### src/sv/mlbs_pkg.sv
// ----------------------------------------------------------------------------
// mlbs_pkg
// Shared constants, codes and types of the mode LED pattern and beep sequencer.
// ----------------------------------------------------------------------------
package mlbs_pkg;

	// default sizes
	localparam int TIME_BITS_DEF       = 32;
	localparam int BEEP_COUNT_BITS_DEF = 4;

	// fixed field widths
	localparam int MODE_W = 2;
	localparam int HALF_W = 16;
	localparam int LED_W  = 7;
	localparam int NIB_W  = 4;
	localparam int PER_W  = 18;        // 3*flash + pause fits in 18 bits
	localparam int REM_W  = PER_W + 1; // shifted partial remainder

	// APB register port
	localparam int APB_AW = 5;
	localparam int APB_DW = 32;
	localparam int REG_IW = 3;

	// register indexes
	localparam logic [REG_IW-1:0] REG_PATROL_HALF  = 3'd0;
	localparam logic [REG_IW-1:0] REG_DEPLOY_HALF  = 3'd1;
	localparam logic [REG_IW-1:0] REG_RETURN_FLASH = 3'd2;
	localparam logic [REG_IW-1:0] REG_RETURN_PAUSE = 3'd3;
	localparam logic [REG_IW-1:0] REG_BEEP_ON      = 3'd4;
	localparam logic [REG_IW-1:0] REG_BEEP_OFF     = 3'd5;
	localparam logic [REG_IW-1:0] REG_LED_ON_LEVEL = 3'd6;
	localparam logic [REG_IW-1:0] REG_BEEP_TABLE   = 3'd7;

	// register reset values
	localparam logic [HALF_W-1:0] RST_PATROL_HALF  = 16'd500;
	localparam logic [HALF_W-1:0] RST_DEPLOY_HALF  = 16'd125;
	localparam logic [HALF_W-1:0] RST_RETURN_FLASH = 16'd100;
	localparam logic [HALF_W-1:0] RST_RETURN_PAUSE = 16'd700;
	localparam logic [HALF_W-1:0] RST_BEEP_ON      = 16'd100;
	localparam logic [HALF_W-1:0] RST_BEEP_OFF     = 16'd100;
	localparam logic [LED_W-1:0]  RST_LED_ON_LEVEL = 7'd100;
	localparam logic [HALF_W-1:0] RST_BEEP_TABLE   = 16'd0;

	// item kinds (tuser)
	localparam logic ACT_ENTER = 1'b0;
	localparam logic ACT_TICK  = 1'b1;

	// mode codes
	localparam logic [MODE_W-1:0] MODE_STOP   = 2'd0;
	localparam logic [MODE_W-1:0] MODE_PATROL = 2'd1;
	localparam logic [MODE_W-1:0] MODE_DEPLOY = 2'd2;
	localparam logic [MODE_W-1:0] MODE_RETURN = 2'd3;

	typedef struct packed {
		logic [HALF_W-1:0] patrol_half;
		logic [HALF_W-1:0] deploy_half;
		logic [HALF_W-1:0] return_flash;
		logic [HALF_W-1:0] return_pause;
		logic [HALF_W-1:0] beep_on;
		logic [HALF_W-1:0] beep_off;
		logic [LED_W-1:0]  led_on_level;
		logic [HALF_W-1:0] beep_table;
	} cfg_t;

	// controller -> datapath
	typedef struct packed {
		logic enter;    // latch enter item
		logic tick;     // latch tick item, load phase and period
		logic step;     // step the beep sequencer
		logic div;      // one restoring modulo step
		logic out_load; // load result register
	} cmd_t;

	// datapath -> controller
	typedef struct packed {
		logic skip_div; // steady mode or zero period: no modulo needed
	} sts_t;

endpackage

### src/sv/mlbs_regs.sv
// ----------------------------------------------------------------------------
// mlbs_regs
// APB register bank holding the pattern and beep timing settings.
// ----------------------------------------------------------------------------
module mlbs_regs import mlbs_pkg::*; (
	input  logic              clk,
	input  logic              arst_n,
	input  logic              psel,
	input  logic              penable,
	input  logic              pwrite,
	input  logic [APB_AW-1:0] paddr,
	input  logic [APB_DW-1:0] pwdata,
	output logic [APB_DW-1:0] prdata,
	output logic              pready,
	output cfg_t              cfg
);

	cfg_t              cfg_q;
	logic              wr_en;
	logic [REG_IW-1:0] idx;

	assign pready = 1'b1;
	assign wr_en  = psel & penable & pwrite;
	assign idx    = paddr[APB_AW-1:2];
	assign cfg    = cfg_q;

	always_ff @(posedge clk or negedge arst_n) begin
		if (!arst_n) begin
			cfg_q.patrol_half  <= RST_PATROL_HALF;
			cfg_q.deploy_half  <= RST_DEPLOY_HALF;
			cfg_q.return_flash <= RST_RETURN_FLASH;
			cfg_q.return_pause <= RST_RETURN_PAUSE;
			cfg_q.beep_on      <= RST_BEEP_ON;
			cfg_q.beep_off     <= RST_BEEP_OFF;
			cfg_q.led_on_level <= RST_LED_ON_LEVEL;
			cfg_q.beep_table   <= RST_BEEP_TABLE;
		end else if (wr_en) begin
			case (idx)
				REG_PATROL_HALF:  cfg_q.patrol_half  <= pwdata[HALF_W-1:0];
				REG_DEPLOY_HALF:  cfg_q.deploy_half  <= pwdata[HALF_W-1:0];
				REG_RETURN_FLASH: cfg_q.return_flash <= pwdata[HALF_W-1:0];
				REG_RETURN_PAUSE: cfg_q.return_pause <= pwdata[HALF_W-1:0];
				REG_BEEP_ON:      cfg_q.beep_on      <= pwdata[HALF_W-1:0];
				REG_BEEP_OFF:     cfg_q.beep_off     <= pwdata[HALF_W-1:0];
				REG_LED_ON_LEVEL: cfg_q.led_on_level <= pwdata[LED_W-1:0];
				REG_BEEP_TABLE:   cfg_q.beep_table   <= pwdata[HALF_W-1:0];
				default: ;
			endcase
		end
	end

	always_comb begin
		case (idx)
			REG_PATROL_HALF:  prdata = APB_DW'(cfg_q.patrol_half);
			REG_DEPLOY_HALF:  prdata = APB_DW'(cfg_q.deploy_half);
			REG_RETURN_FLASH: prdata = APB_DW'(cfg_q.return_flash);
			REG_RETURN_PAUSE: prdata = APB_DW'(cfg_q.return_pause);
			REG_BEEP_ON:      prdata = APB_DW'(cfg_q.beep_on);
			REG_BEEP_OFF:     prdata = APB_DW'(cfg_q.beep_off);
			REG_LED_ON_LEVEL: prdata = APB_DW'(cfg_q.led_on_level);
			REG_BEEP_TABLE:   prdata = APB_DW'(cfg_q.beep_table);
			default:          prdata = '0;
		endcase
	end

endmodule

### src/sv/mlbs_ctrl.sv
// ----------------------------------------------------------------------------
// mlbs_ctrl
// Sequencing state machine: accepts items, steps the beep logic, runs the
// bit-serial modulo and hands results to the output register.
// ----------------------------------------------------------------------------
module mlbs_ctrl import mlbs_pkg::*; #(
	parameter int TIME_BITS = TIME_BITS_DEF
) (
	input  logic clk,
	input  logic arst_n,
	input  logic s_tvalid,
	input  logic s_tuser,
	output logic s_tready,
	output logic m_tvalid,
	input  logic m_tready,
	output cmd_t cmd,
	input  sts_t sts
);

	localparam int CNT_W = $clog2(TIME_BITS);

	typedef enum logic [3:0] {
		ST_IDLE = 4'b0001,
		ST_STEP = 4'b0010,
		ST_DIV  = 4'b0100,
		ST_DONE = 4'b1000
	} state_t;

	state_t           state_q;
	logic [CNT_W-1:0] cnt_q;
	logic             m_tvalid_q;
	logic             acc;
	logic             out_free;

	assign s_tready = (state_q == ST_IDLE);
	assign acc      = s_tvalid & s_tready;
	assign out_free = ~m_tvalid_q | m_tready;
	assign m_tvalid = m_tvalid_q;

	always_comb begin
		cmd.enter    = acc & (s_tuser == ACT_ENTER);
		cmd.tick     = acc & (s_tuser == ACT_TICK);
		cmd.step     = (state_q == ST_STEP);
		cmd.div      = (state_q == ST_DIV);
		cmd.out_load = (state_q == ST_DONE) & out_free;
	end

	always_ff @(posedge clk or negedge arst_n) begin
		if (!arst_n) begin
			state_q    <= ST_IDLE;
			cnt_q      <= '0;
			m_tvalid_q <= 1'b0;
		end else begin
			if (cmd.out_load)
				m_tvalid_q <= 1'b1;
			else if (m_tready)
				m_tvalid_q <= 1'b0;

			case (state_q)
				ST_IDLE: begin
					if (cmd.tick)
						state_q <= ST_STEP;
				end
				ST_STEP: begin
					cnt_q   <= CNT_W'(TIME_BITS - 1);
					state_q <= sts.skip_div ? ST_DONE : ST_DIV;
				end
				ST_DIV: begin
					cnt_q <= cnt_q - 1'b1;
					if (cnt_q == '0)
						state_q <= ST_DONE;
				end
				ST_DONE: begin
					if (out_free)
						state_q <= ST_IDLE;
				end
				default: state_q <= ST_IDLE;
			endcase
		end
	end

endmodule

### src/sv/mlbs_dp.sv
// ----------------------------------------------------------------------------
// mlbs_dp
// Datapath: mode and beep state, phase, restoring modulo and result register.
// ----------------------------------------------------------------------------
module mlbs_dp import mlbs_pkg::*; #(
	parameter int TIME_BITS       = TIME_BITS_DEF,
	parameter int BEEP_COUNT_BITS = BEEP_COUNT_BITS_DEF
) (
	input  logic                 clk,
	input  logic                 arst_n,
	input  cfg_t                 cfg,
	input  cmd_t                 cmd,
	output sts_t                 sts,
	input  logic [MODE_W-1:0]    new_mode,
	input  logic [TIME_BITS-1:0] now_time,
	output logic [LED_W-1:0]     led_level,
	output logic                 buzzer_on
);

	localparam logic [8:0] BMAX9 = 9'((1 << BEEP_COUNT_BITS) - 1);
	localparam logic [BEEP_COUNT_BITS-1:0] BMAX = '1;

	// sequencer state
	logic [MODE_W-1:0]          mode_q;
	logic [TIME_BITS-1:0]       start_q;
	logic [BEEP_COUNT_BITS-1:0] beeps_q;
	logic                       sounding_q;
	logic [TIME_BITS-1:0]       edge_q;

	// per-tick working registers
	logic [TIME_BITS-1:0] now_q;
	logic [TIME_BITS-1:0] phase_q;
	logic [PER_W-1:0]     period_q;
	logic [PER_W-1:0]     rem_q;
	logic [LED_W-1:0]     led_q;
	logic                 buzz_q;

	logic [NIB_W-1:0]           nib;
	logic [BEEP_COUNT_BITS-1:0] count;
	logic [PER_W-1:0]           period_d;
	logic [REM_W-1:0]           trial;
	logic [TIME_BITS-1:0]       edge_diff;
	logic                       edge_due;
	logic [PER_W-1:0]           p;
	logic [PER_W-1:0]           f1;
	logic [PER_W-1:0]           f2;
	logic [PER_W-1:0]           f3;
	logic                       led_on;

	// beep count for the mode being entered, saturated to the counter range
	always_comb begin
		case (new_mode)
			MODE_STOP:   nib = cfg.beep_table[3:0];
			MODE_PATROL: nib = cfg.beep_table[7:4];
			MODE_DEPLOY: nib = cfg.beep_table[11:8];
			MODE_RETURN: nib = cfg.beep_table[15:12];
			default:     nib = '0;
		endcase
		count = (9'(nib) > BMAX9) ? BMAX : BEEP_COUNT_BITS'(nib);
	end

	// full pattern period of the current mode
	always_comb begin
		case (mode_q)
			MODE_PATROL: period_d = PER_W'({cfg.patrol_half, 1'b0});
			MODE_DEPLOY: period_d = PER_W'({cfg.deploy_half, 1'b0});
			MODE_RETURN: period_d = PER_W'(cfg.return_flash)
			                      + PER_W'({cfg.return_flash, 1'b0})
			                      + PER_W'(cfg.return_pause);
			default:     period_d = '0;
		endcase
	end

	assign sts.skip_div = (mode_q == MODE_STOP) || (period_q == '0);

	// one restoring step: shift in the next phase bit, subtract if it fits
	assign trial = {rem_q, phase_q[TIME_BITS-1]};

	// signed wrap compare: edge reached when now - edge is not negative
	assign edge_diff = now_q - edge_q;
	assign edge_due  = (beeps_q != '0) && !edge_diff[TIME_BITS-1];

	always_comb begin
		p  = rem_q;
		f1 = PER_W'(cfg.return_flash);
		f2 = PER_W'({cfg.return_flash, 1'b0});
		f3 = f1 + f2;
		case (mode_q)
			MODE_STOP:   led_on = 1'b1;
			MODE_PATROL: led_on = (period_q != '0) && (p < PER_W'(cfg.patrol_half));
			MODE_DEPLOY: led_on = (period_q != '0) && (p < PER_W'(cfg.deploy_half));
			MODE_RETURN: led_on = (period_q != '0) && ((p < f1) || ((p >= f2) && (p < f3)));
			default:     led_on = 1'b0;
		endcase
	end

	always_ff @(posedge clk or negedge arst_n) begin
		if (!arst_n) begin
			mode_q     <= MODE_STOP;
			start_q    <= '0;
			beeps_q    <= '0;
			sounding_q <= 1'b0;
			edge_q     <= '0;
		end else if (cmd.enter) begin
			mode_q     <= new_mode;
			start_q    <= now_time;
			beeps_q    <= count;
			sounding_q <= (count != '0);
			edge_q     <= now_time + TIME_BITS'(cfg.beep_on);
		end else if (cmd.step && edge_due) begin
			if (sounding_q) begin
				sounding_q <= 1'b0;
				beeps_q    <= beeps_q - 1'b1;
				edge_q     <= now_q + TIME_BITS'(cfg.beep_off);
			end else begin
				sounding_q <= 1'b1;
				edge_q     <= now_q + TIME_BITS'(cfg.beep_on);
			end
		end
	end

	always_ff @(posedge clk) begin
		if (cmd.tick) begin
			now_q    <= now_time;
			phase_q  <= now_time - start_q;
			period_q <= period_d;
			rem_q    <= '0;
		end else if (cmd.div) begin
			phase_q <= phase_q << 1;
			if (trial >= REM_W'(period_q))
				rem_q <= PER_W'(trial - REM_W'(period_q));
			else
				rem_q <= PER_W'(trial);
		end
		if (cmd.out_load) begin
			led_q  <= led_on ? cfg.led_on_level : '0;
			buzz_q <= (beeps_q != '0) && sounding_q;
		end
	end

	assign led_level = led_q;
	assign buzzer_on = buzz_q;

endmodule

### src/sv/mode_led_pattern_beep_sequencer.sv
// ----------------------------------------------------------------------------
// mode_led_pattern_beep_sequencer
// Mode-dependent LED blink pattern and beep-code sequencer, top level.
// ----------------------------------------------------------------------------
// Usage
//   Input stream s_*: s_tuser is the item kind (0 enter mode, 1 tick),
//   s_tdata carries new_mode and now_time (ms, wrapping). An enter item
//   sets mode, start time and beep count and gives no result; it is taken
//   in the idle state, and the block stays ready.
//   A tick item gives one result on m_*: LED duty level and buzzer bit.
//   A tick steps the beep sequencer, runs the bit-serial restoring modulo
//   of the phase by the pattern period, one phase bit per cycle, then loads
//   the output register; steady mode or a zero period skips the modulo.
//   One tick is in flight at a time; s_tready is low while it is worked on,
//   so the next item is taken only once the tick's result is loaded. The
//   finished result sits in an output register, so a new item is accepted
//   while m_tvalid waits on m_tready. If the receiver stalls, the next tick
//   waits at its last step until the register frees. Reset: stop mode,
//   start time, beep state cleared; registers take their default timings.
//   Registers are to be written over APB by the user only while the block
//   idles; the block itself does not enforce it.
// ----------------------------------------------------------------------------
module mode_led_pattern_beep_sequencer import mlbs_pkg::*; #(
	parameter int TIME_BITS       = TIME_BITS_DEF,
	parameter int BEEP_COUNT_BITS = BEEP_COUNT_BITS_DEF
) (
	input  logic              clk,
	input  logic              arst_n,
	// input item stream
	input  logic              s_tvalid,
	output logic              s_tready,
	input  logic [((MODE_W + TIME_BITS + 7) / 8) * 8 - 1:0] s_tdata, // new_mode, now_time
	input  logic              s_tuser,   // action
	// result stream
	output logic              m_tvalid,
	input  logic              m_tready,
	output logic [7:0]        m_tdata,   // led_level, buzzer_on
	// register port
	input  logic              psel,
	input  logic              penable,
	input  logic              pwrite,
	input  logic [APB_AW-1:0] paddr,
	input  logic [APB_DW-1:0] pwdata,
	output logic [APB_DW-1:0] prdata,
	output logic              pready
);

	cfg_t                 cfg;
	cmd_t                 cmd;
	sts_t                 sts;
	logic [MODE_W-1:0]    new_mode;
	logic [TIME_BITS-1:0] now_time;
	logic [LED_W-1:0]     led_level;
	logic                 buzzer_on;

	// unpack the input item
	assign new_mode = s_tdata[MODE_W-1:0];
	assign now_time = s_tdata[MODE_W +: TIME_BITS];

	// pack the result item
	assign m_tdata = {buzzer_on, led_level};

	mlbs_regs u_regs (
		.clk     (clk),
		.arst_n  (arst_n),
		.psel    (psel),
		.penable (penable),
		.pwrite  (pwrite),
		.paddr   (paddr),
		.pwdata  (pwdata),
		.prdata  (prdata),
		.pready  (pready),
		.cfg     (cfg)
	);

	// controller: item handshake, modulo bit count, result register valid
	mlbs_ctrl #(
		.TIME_BITS (TIME_BITS)
	) u_ctrl (
		.clk      (clk),
		.arst_n   (arst_n),
		.s_tvalid (s_tvalid),
		.s_tuser  (s_tuser),
		.s_tready (s_tready),
		.m_tvalid (m_tvalid),
		.m_tready (m_tready),
		.cmd      (cmd),
		.sts      (sts)
	);

	// datapath: sequencer state, phase modulo, pattern decode
	mlbs_dp #(
		.TIME_BITS       (TIME_BITS),
		.BEEP_COUNT_BITS (BEEP_COUNT_BITS)
	) u_dp (
		.clk       (clk),
		.arst_n    (arst_n),
		.cfg       (cfg),
		.cmd       (cmd),
		.sts       (sts),
		.new_mode  (new_mode),
		.now_time  (now_time),
		.led_level (led_level),
		.buzzer_on (buzzer_on)
	);

endmodule

### config.mk
export PLATFORM = sky130hd
export DESIGN_NAME = mode_led_pattern_beep_sequencer
export DESIGN_NICKNAME = d
export VERILOG_FILES = /design/src/sv/mlbs_pkg.sv /design/src/sv/mlbs_regs.sv /design/src/sv/mlbs_ctrl.sv /design/src/sv/mlbs_dp.sv /design/src/sv/mode_led_pattern_beep_sequencer.sv
export SDC_FILE = /design/constraint.sdc
export NUM_CORES = 1
export LEC_CHECK = 0
export BUFFER_PORTS_ARGS = -buffer_cell sky130_fd_sc_hd__clkbuf_2
export CAP_MARGIN = 10
export CORE_MARGIN = 3
export CORE_UTILIZATION = 56
export CTS_BUF_LIST = sky130_fd_sc_hd__clkbuf_2 sky130_fd_sc_hd__clkbuf_4 sky130_fd_sc_hd__clkbuf_8
export DETAILED_ROUTE_END_ITERATION = 8
export GPL_TIMING_DRIVEN = 0
export HOLD_SLACK_MARGIN = 0.06
export PLACE_DENSITY = 0.77
export SETUP_SLACK_MARGIN = 0.1
export SYNTH_ARGS = -nofsm -noshare
export SYNTH_HDL_FRONTEND = slang
export SYNTH_SLANG_ARGS = --single-unit
### constraint.sdc
create_clock -name clk -period 5.5 [get_ports clk]
set_input_delay 0.55 -clock clk [delete_from_list [all_inputs] [get_ports clk]]
set_output_delay 0.55 -clock clk [all_outputs]
set_load 0.02 [all_outputs]
# After elaboration in Yosys (flattened, before gate mapping)
# Cells that the tools add are included.
# word_totals
register_bits	308
inputBits	85
output_inout_bits	43
# classes
n_addsub	10
magnitude_cmp	6
n_eq_ne	20
muxes	24
bitwise_logic	9
reduce_logical	33
# ops
cell	count
32-bit case mux with 8 select lines	1
32-bit 2-to-1 mux	5
32-bit by 16-bit adder with 32-bit output	3
32-bit subtractor	2
18-bit by 16-bit < comparator with 1-bit output	3
18-bit case mux with 3 select lines	1
4-bit case mux with 4 select lines	2
4-bit 2-to-1 mux	7
19-bit by 18-bit greater-or-equal comparator with 1-bit output	1
16-bit by 17-bit adder with 18-bit output	1
18-bit by 16-bit adder with 18-bit output	1
18-bit by 17-bit greater-or-equal comparator with 1-bit output	1
18-bit zero test	1
18-bit < comparator	1
18-bit 2-to-1 mux	1
2-bit AND reduction	9
18-bit nonzero test	1
18-bit subtractor	1
3-bit == test, second input constant	4
5-bit case mux with 2 select lines	1
2-bit nonzero test	5
2-bit == test, second input constant	4
4-bit nonzero test	2
1-bit logical AND	7
22 further kinds	37

# Depth between registers and ports, before layout
# logic_depth
depth_word	6
depth_mapped	20

# Hierarchy
# A second synthesis with hierarchy kept.
# unflattened
hier_cells	2273
hier_area_um2	22272.6
# by_module_without_submodules
module	instances	cells_each	area_per_inst_um2	seq_area_each_um2
mlbs_dp	1	1779	16044.1	4839.6
mlbs_regs	1	440	5677.9	3015.4
mlbs_ctrl	1	53	543.0	251.5
mode_led_pattern_beep_sequencer	1	1	7.5	0.0

# Worst setup path after synthesis
# OpenSTA, ideal clock, no wires.
# synth_path
path_type	reg-to-reg
start	register u_ctrl.state_q[0]
end	register u_dp.phase_q[0] (enable)
setup_time_ns	0.387
t_arrival_ns	4.296
required_time_ns	5.113
path_slack_ns	0.817
stages_incl_launch_ff	8
path_buffers	2
path_cell_list	dfstp_2 > clkbuf_1 > nor4b_1 > nand3_1 > inv_1 > nor2_1 > clkbuf_1 > inv_1
# synth_lines
element	line_no	source
from (decl)	mlbs_ctrl.sv:29	state_t state_q;
from (signal assigned)	mlbs_ctrl.sv:66	state_q <= sts.skip_div ? ST_DONE : ST_DIV;
to (signal assigned)	mlbs_dp.sv:125	phase_q <= now_time - start_q;
to (signal assigned)	mlbs_dp.sv:129	phase_q <= phase_q << 1;
to (decl)	mlbs_dp.sv:32	logic [TIME_BITS-1:0] phase_q;

# Worst setup path after layout
# layout_path
start	register u_regs.cfg_q (netlist bit u_regs.cfg[71])
end	register u_dp.led_q[5], in the netlist u_dp.led_level[5], data pin
# layout_via
elab_chain_cells	6
elab_cells_between_ends	8
classes_between	add/sub (1); order compare (3); mux (1); reduce/logical (3)
# layout_rtl
element	line_no	source
from (decl)	mlbs_regs.sv:18	cfg_t cfg_q;
16-bit by 17-bit adder with 18-bit output	mlbs_dp.sv:87	f3 = f1 + f2;
18-bit < comparator	mlbs_dp.sv:92	MODE_RETURN: led_on = (period_q != '0) && ((p < f1) || ((p >= f2) && (p < f3)));
1-bit logical AND	mlbs_dp.sv:92	
1-bit logical OR (*)	mlbs_dp.sv:92	
1-bit logical AND (*)	mlbs_dp.sv:92	
1-bit case mux with 4 select lines (*)	mlbs_dp.sv:88	case (mode_q)
to (signal assigned)	mlbs_dp.sv:136	led_q <= led_on ? cfg.led_on_level : '0;
to (decl)	mlbs_dp.sv:35	logic [LED_W-1:0] led_q;
# Mark *: on every way between the ends. The rest lies on a longest branch, timed or not.
# A chain may end at the register's enable or synchronous reset.

==> impl_metrics.yaml <==
die:
  die_area_sq_mm: 0.04165
  die_h_microns: 204.1
  rows: 71
  core-area_sq_mm: 0.03820
  die_x_microns: 204.1
  io_pins: 128
  start_util_pct: 57.52
final_layout:
  final_nets: 2838
  syn2layout_area_growth_pct: 11.97
  finalInstanceArea_sq_mm: 0.02460
  drive_gt1_share_pct: 14.21
  diodes: 0
sta:
  drv_slew: 0
  setup_tns_ns: 0
  clock-skew-final_ns: 0.01317
  holdWs_ns: 0.1658
  tightest_slew_ns: 1.117
  setup_viol: 0
  min_period_ns: 5.163
  timing.final.crit_share_pct: 93.88
  rsz0062_at_grt: "false"
  fmax_mhz: 193.7
  slew_headroom_pct: 24.98
  hold_violations: 0
synth:
  ys.flop_type: "dfrtp_1"
  yosysWarnings: 0
  synth_area_leader_cell: "dfrtp_1"
  synth_cells: 2361
  ys_ff_latch: 308
  syn_avg_cell_area_sq_um: 9.306
  ys_top_cells_by_area: "dfrtp_1 19%, ha_1 13%, edfxtp_1 12%"
  yosysUniqueCellTypes: 81
  synth_area_sq_mm: 0.02197
  yosysSeqAreaShare_pct: 36.90
  synth.most_common_cell: "nand2_1"
  synth_edf_count: 90
  synthArstFlopShare_pct: 64.94
  synth_top_cells_by_count: "245 x nand2_1, 226 x o21ai_0, 225 x ha_1, 186 x inv_1, 169 x dfrtp_1"
  synth_top_area_share_pct: 19.25
run_status:
  status: "finished clean"
worst_hold_path:
  hold_path.class: "in -> reg"
  hold_path_depth: 1
  hp-start: "s_tdata[28]"
  whs_endpoint: "u_dp.now_q[26]"
worst_setup_path:
  worstSetupPathType: "reg -> reg"
  worstPathArrival_ns: 5.54
  ff2ff_path_depth: 17
  r2r-end: "u_dp.led_level[5]"
  crit_fanout: 7
  ff2ff_setup_slack_ns: 0.34
  required_ns: 5.88
  cp-start-kind: "register"
  critPathCaptureType: "register"
  worstReg2RegStart: "u_regs.cfg[71]"
route:
  drtAntennaViolNets: 0
  routed_wl_mm: 70.94
  dr.pass1.iters: 8
  drt_iter0_markers: 1821
  viasPerCell: 6.279
  wl_per_cell_microns: 23.04
  vias: 19330
  drcViolationCount: 0
placed_design:
  placed_area_sq_mm: 0.02317
  globalplace.congestion: 1.039
  place.port_buffers: 84
  hpwl_mm: 55.05
global_routing:
  grt-ovfl-total: 0
  grt_max_degree: 78
  grt_usage_pct: 34.26
  use_met3_pct: 5.351
  grt_pass1_wl_mm: 110.0
  met2_usage_pct: 55.58
  antenna_found_initial: 1
  grt_pass1_vias: 19070
  grtUsageMet1_pct: 44.60
  busiest_layer: "met2"
job:
  cap_violations: 0
cts:
  cts_buffer_depth: 3
  cts_sinks: 308
  ctsHtreeMaxLevel: 2
  clk_pin_slew_ns: 0.07
  cts_tree: "done"
  cts_inserted_buffers: 54
  clock_latency_ns: 0.65
  cts_root_buffer: "clkbuf_8"
power:
  vdd_drop_max_uv: 429.9
  p_per_area_mw_per_mm2: 470.4
  leakage_uw: 0.01123
==> cell usage in the layout, fill, tap and decap left out, drive strengths merged, types with 79 or more instances in the layout <==
master and n:
a21oi 145, clkbuf 237, dfrtp 169, edfxtp 90, ha 225, inv 186, mux2 90, nand2 245
nor2 114, o21ai 242, xnor2 79
==> power by group <==
group          leakage (uW)  switching, uW  internal (uW)
clock network      0.000707           1050           1580
registers           0.00336            449           3030
logic               0.00716           3280           2180
==> critical path, stage by stage, from the launching register on <==
cell       delay (ns)
dfrtp_1          0.47
ha_1             0.28
fa_1             0.41
a21o_1           0.19
a21oi_2          0.21
o21bai_1         0.15
a2111oi_2        0.49
o41ai_1          0.15
a21oi_1          0.26
xor2_1           0.24
inv_1            0.08
ha_1             0.30
nand4_1          0.10
nand2b_1         0.19
or4b_1           0.56
a32o_1           0.32
a31oi_4          0.32
nor2b_1          0.16
==> how the worst max path moves through the flow <==
stage / slack, ns / from / cells after the start / endpoint
2_1_floorplan: 0.82 / u_ctrl.state_q[0] / 7 / u_dp.phase_q[0]
3_3_place_gp: -0.16 / u_regs.cfg[71] / 17 / u_dp.led_level[0]
3_5_place_dp: -0.26 / u_regs.cfg[71] / 17 / u_dp.led_level[2]
4_1_cts: 0.16 / u_regs.cfg[71] / 17 / u_dp.led_level[2]
5_1_grt: 0.17 / u_regs.cfg[71] / 17 / u_dp.led_level[5]
6_report: 0.34 / u_regs.cfg[71] / 17 / u_dp.led_level[5]
==> area by class of cell <==
class / count / area, sq um
Sequential cell: 308 / 8107
Buffer: 99 / 460.4
Fill cell: 3159 / 13600
Clock buffer: 83 / 1074
Timing Repair Buffer: 90 / 546.8
Multi-Input combinational cell: 1783 / 12790
Inverter: 186 / 698.2
Tap cell: 511 / 639.4
Clock inverter: 19 / 289.0
==> registers in the layout, summed over array words and instances, names as in the netlist, 2 cells and up <==
register,flops
u_dp.mode_q,2
u_dp.phase_q,32
u_dp.beeps_q,4
u_dp.start_q,32
u_dp.edge_q,32
u_regs.cfg,119
u_dp.p,18
u_ctrl.state_q,4
u_dp.led_level,7
u_dp.period_q,18
u_ctrl.cnt_q,5
u_dp.now_q,32
==> per-stage QoR <==
| step | total power [uW] | utilization, % | worst slack [ns] | instances |
|---|---|---|---|---|
| 3_3_place_gp | 8590 | 60.44 | -0.1570 | 2971 |
| 6_report | 11570 | 64.40 | 0.3365 | 3079 |
| 5_1_grt | 12330 | 64.40 | 0.1706 | 3079 |
| 4_1_cts | 11480 | 64.28 | 0.1637 | 3077 |
| 3_5_place_dp | 8803 | 60.66 | -0.2614 | 2974 |
| 2_1_floorplan | 7250 | - | 0.8172 | 2376 |
==> layer usage <==
metal  wire length (microns)  part of all wire [%]  vias up
met4                    4401                   6.2        2
met3                    4994                   7.0      228
met2                   32660                    46      874
met1                   28870                    41     9372
li1                        -                     -     8858
met5                      13                 0.018        -
==> kinds of logic after synthesis <==
logic type / count (synthesis) / share of synthesized area [%]
AO/OA/AOI/OAI: 674 / 19.43
AND/OR/NAND/NOR: 596 / 12.75
flip-flops: 308 / 36.90
buffers and inverters: 285 / 5.273
adder cells (fa/ha/maj): 231 / 13.36
multiplexers: 147 / 7.551
XOR/XNOR: 118 / 4.704
other: 2 / 0.03418
==> what timing repair did <==
item,4_1_cts,5_1_grt
buffers inserted,0,0
endpoints found under the hold margin,52,0
setup endpoints to repair,7,7
pin swaps,0,0
gates resized for setup,3,2
hold buffers,1,0
No activity file was read; power rests on OpenSTA's default activity.
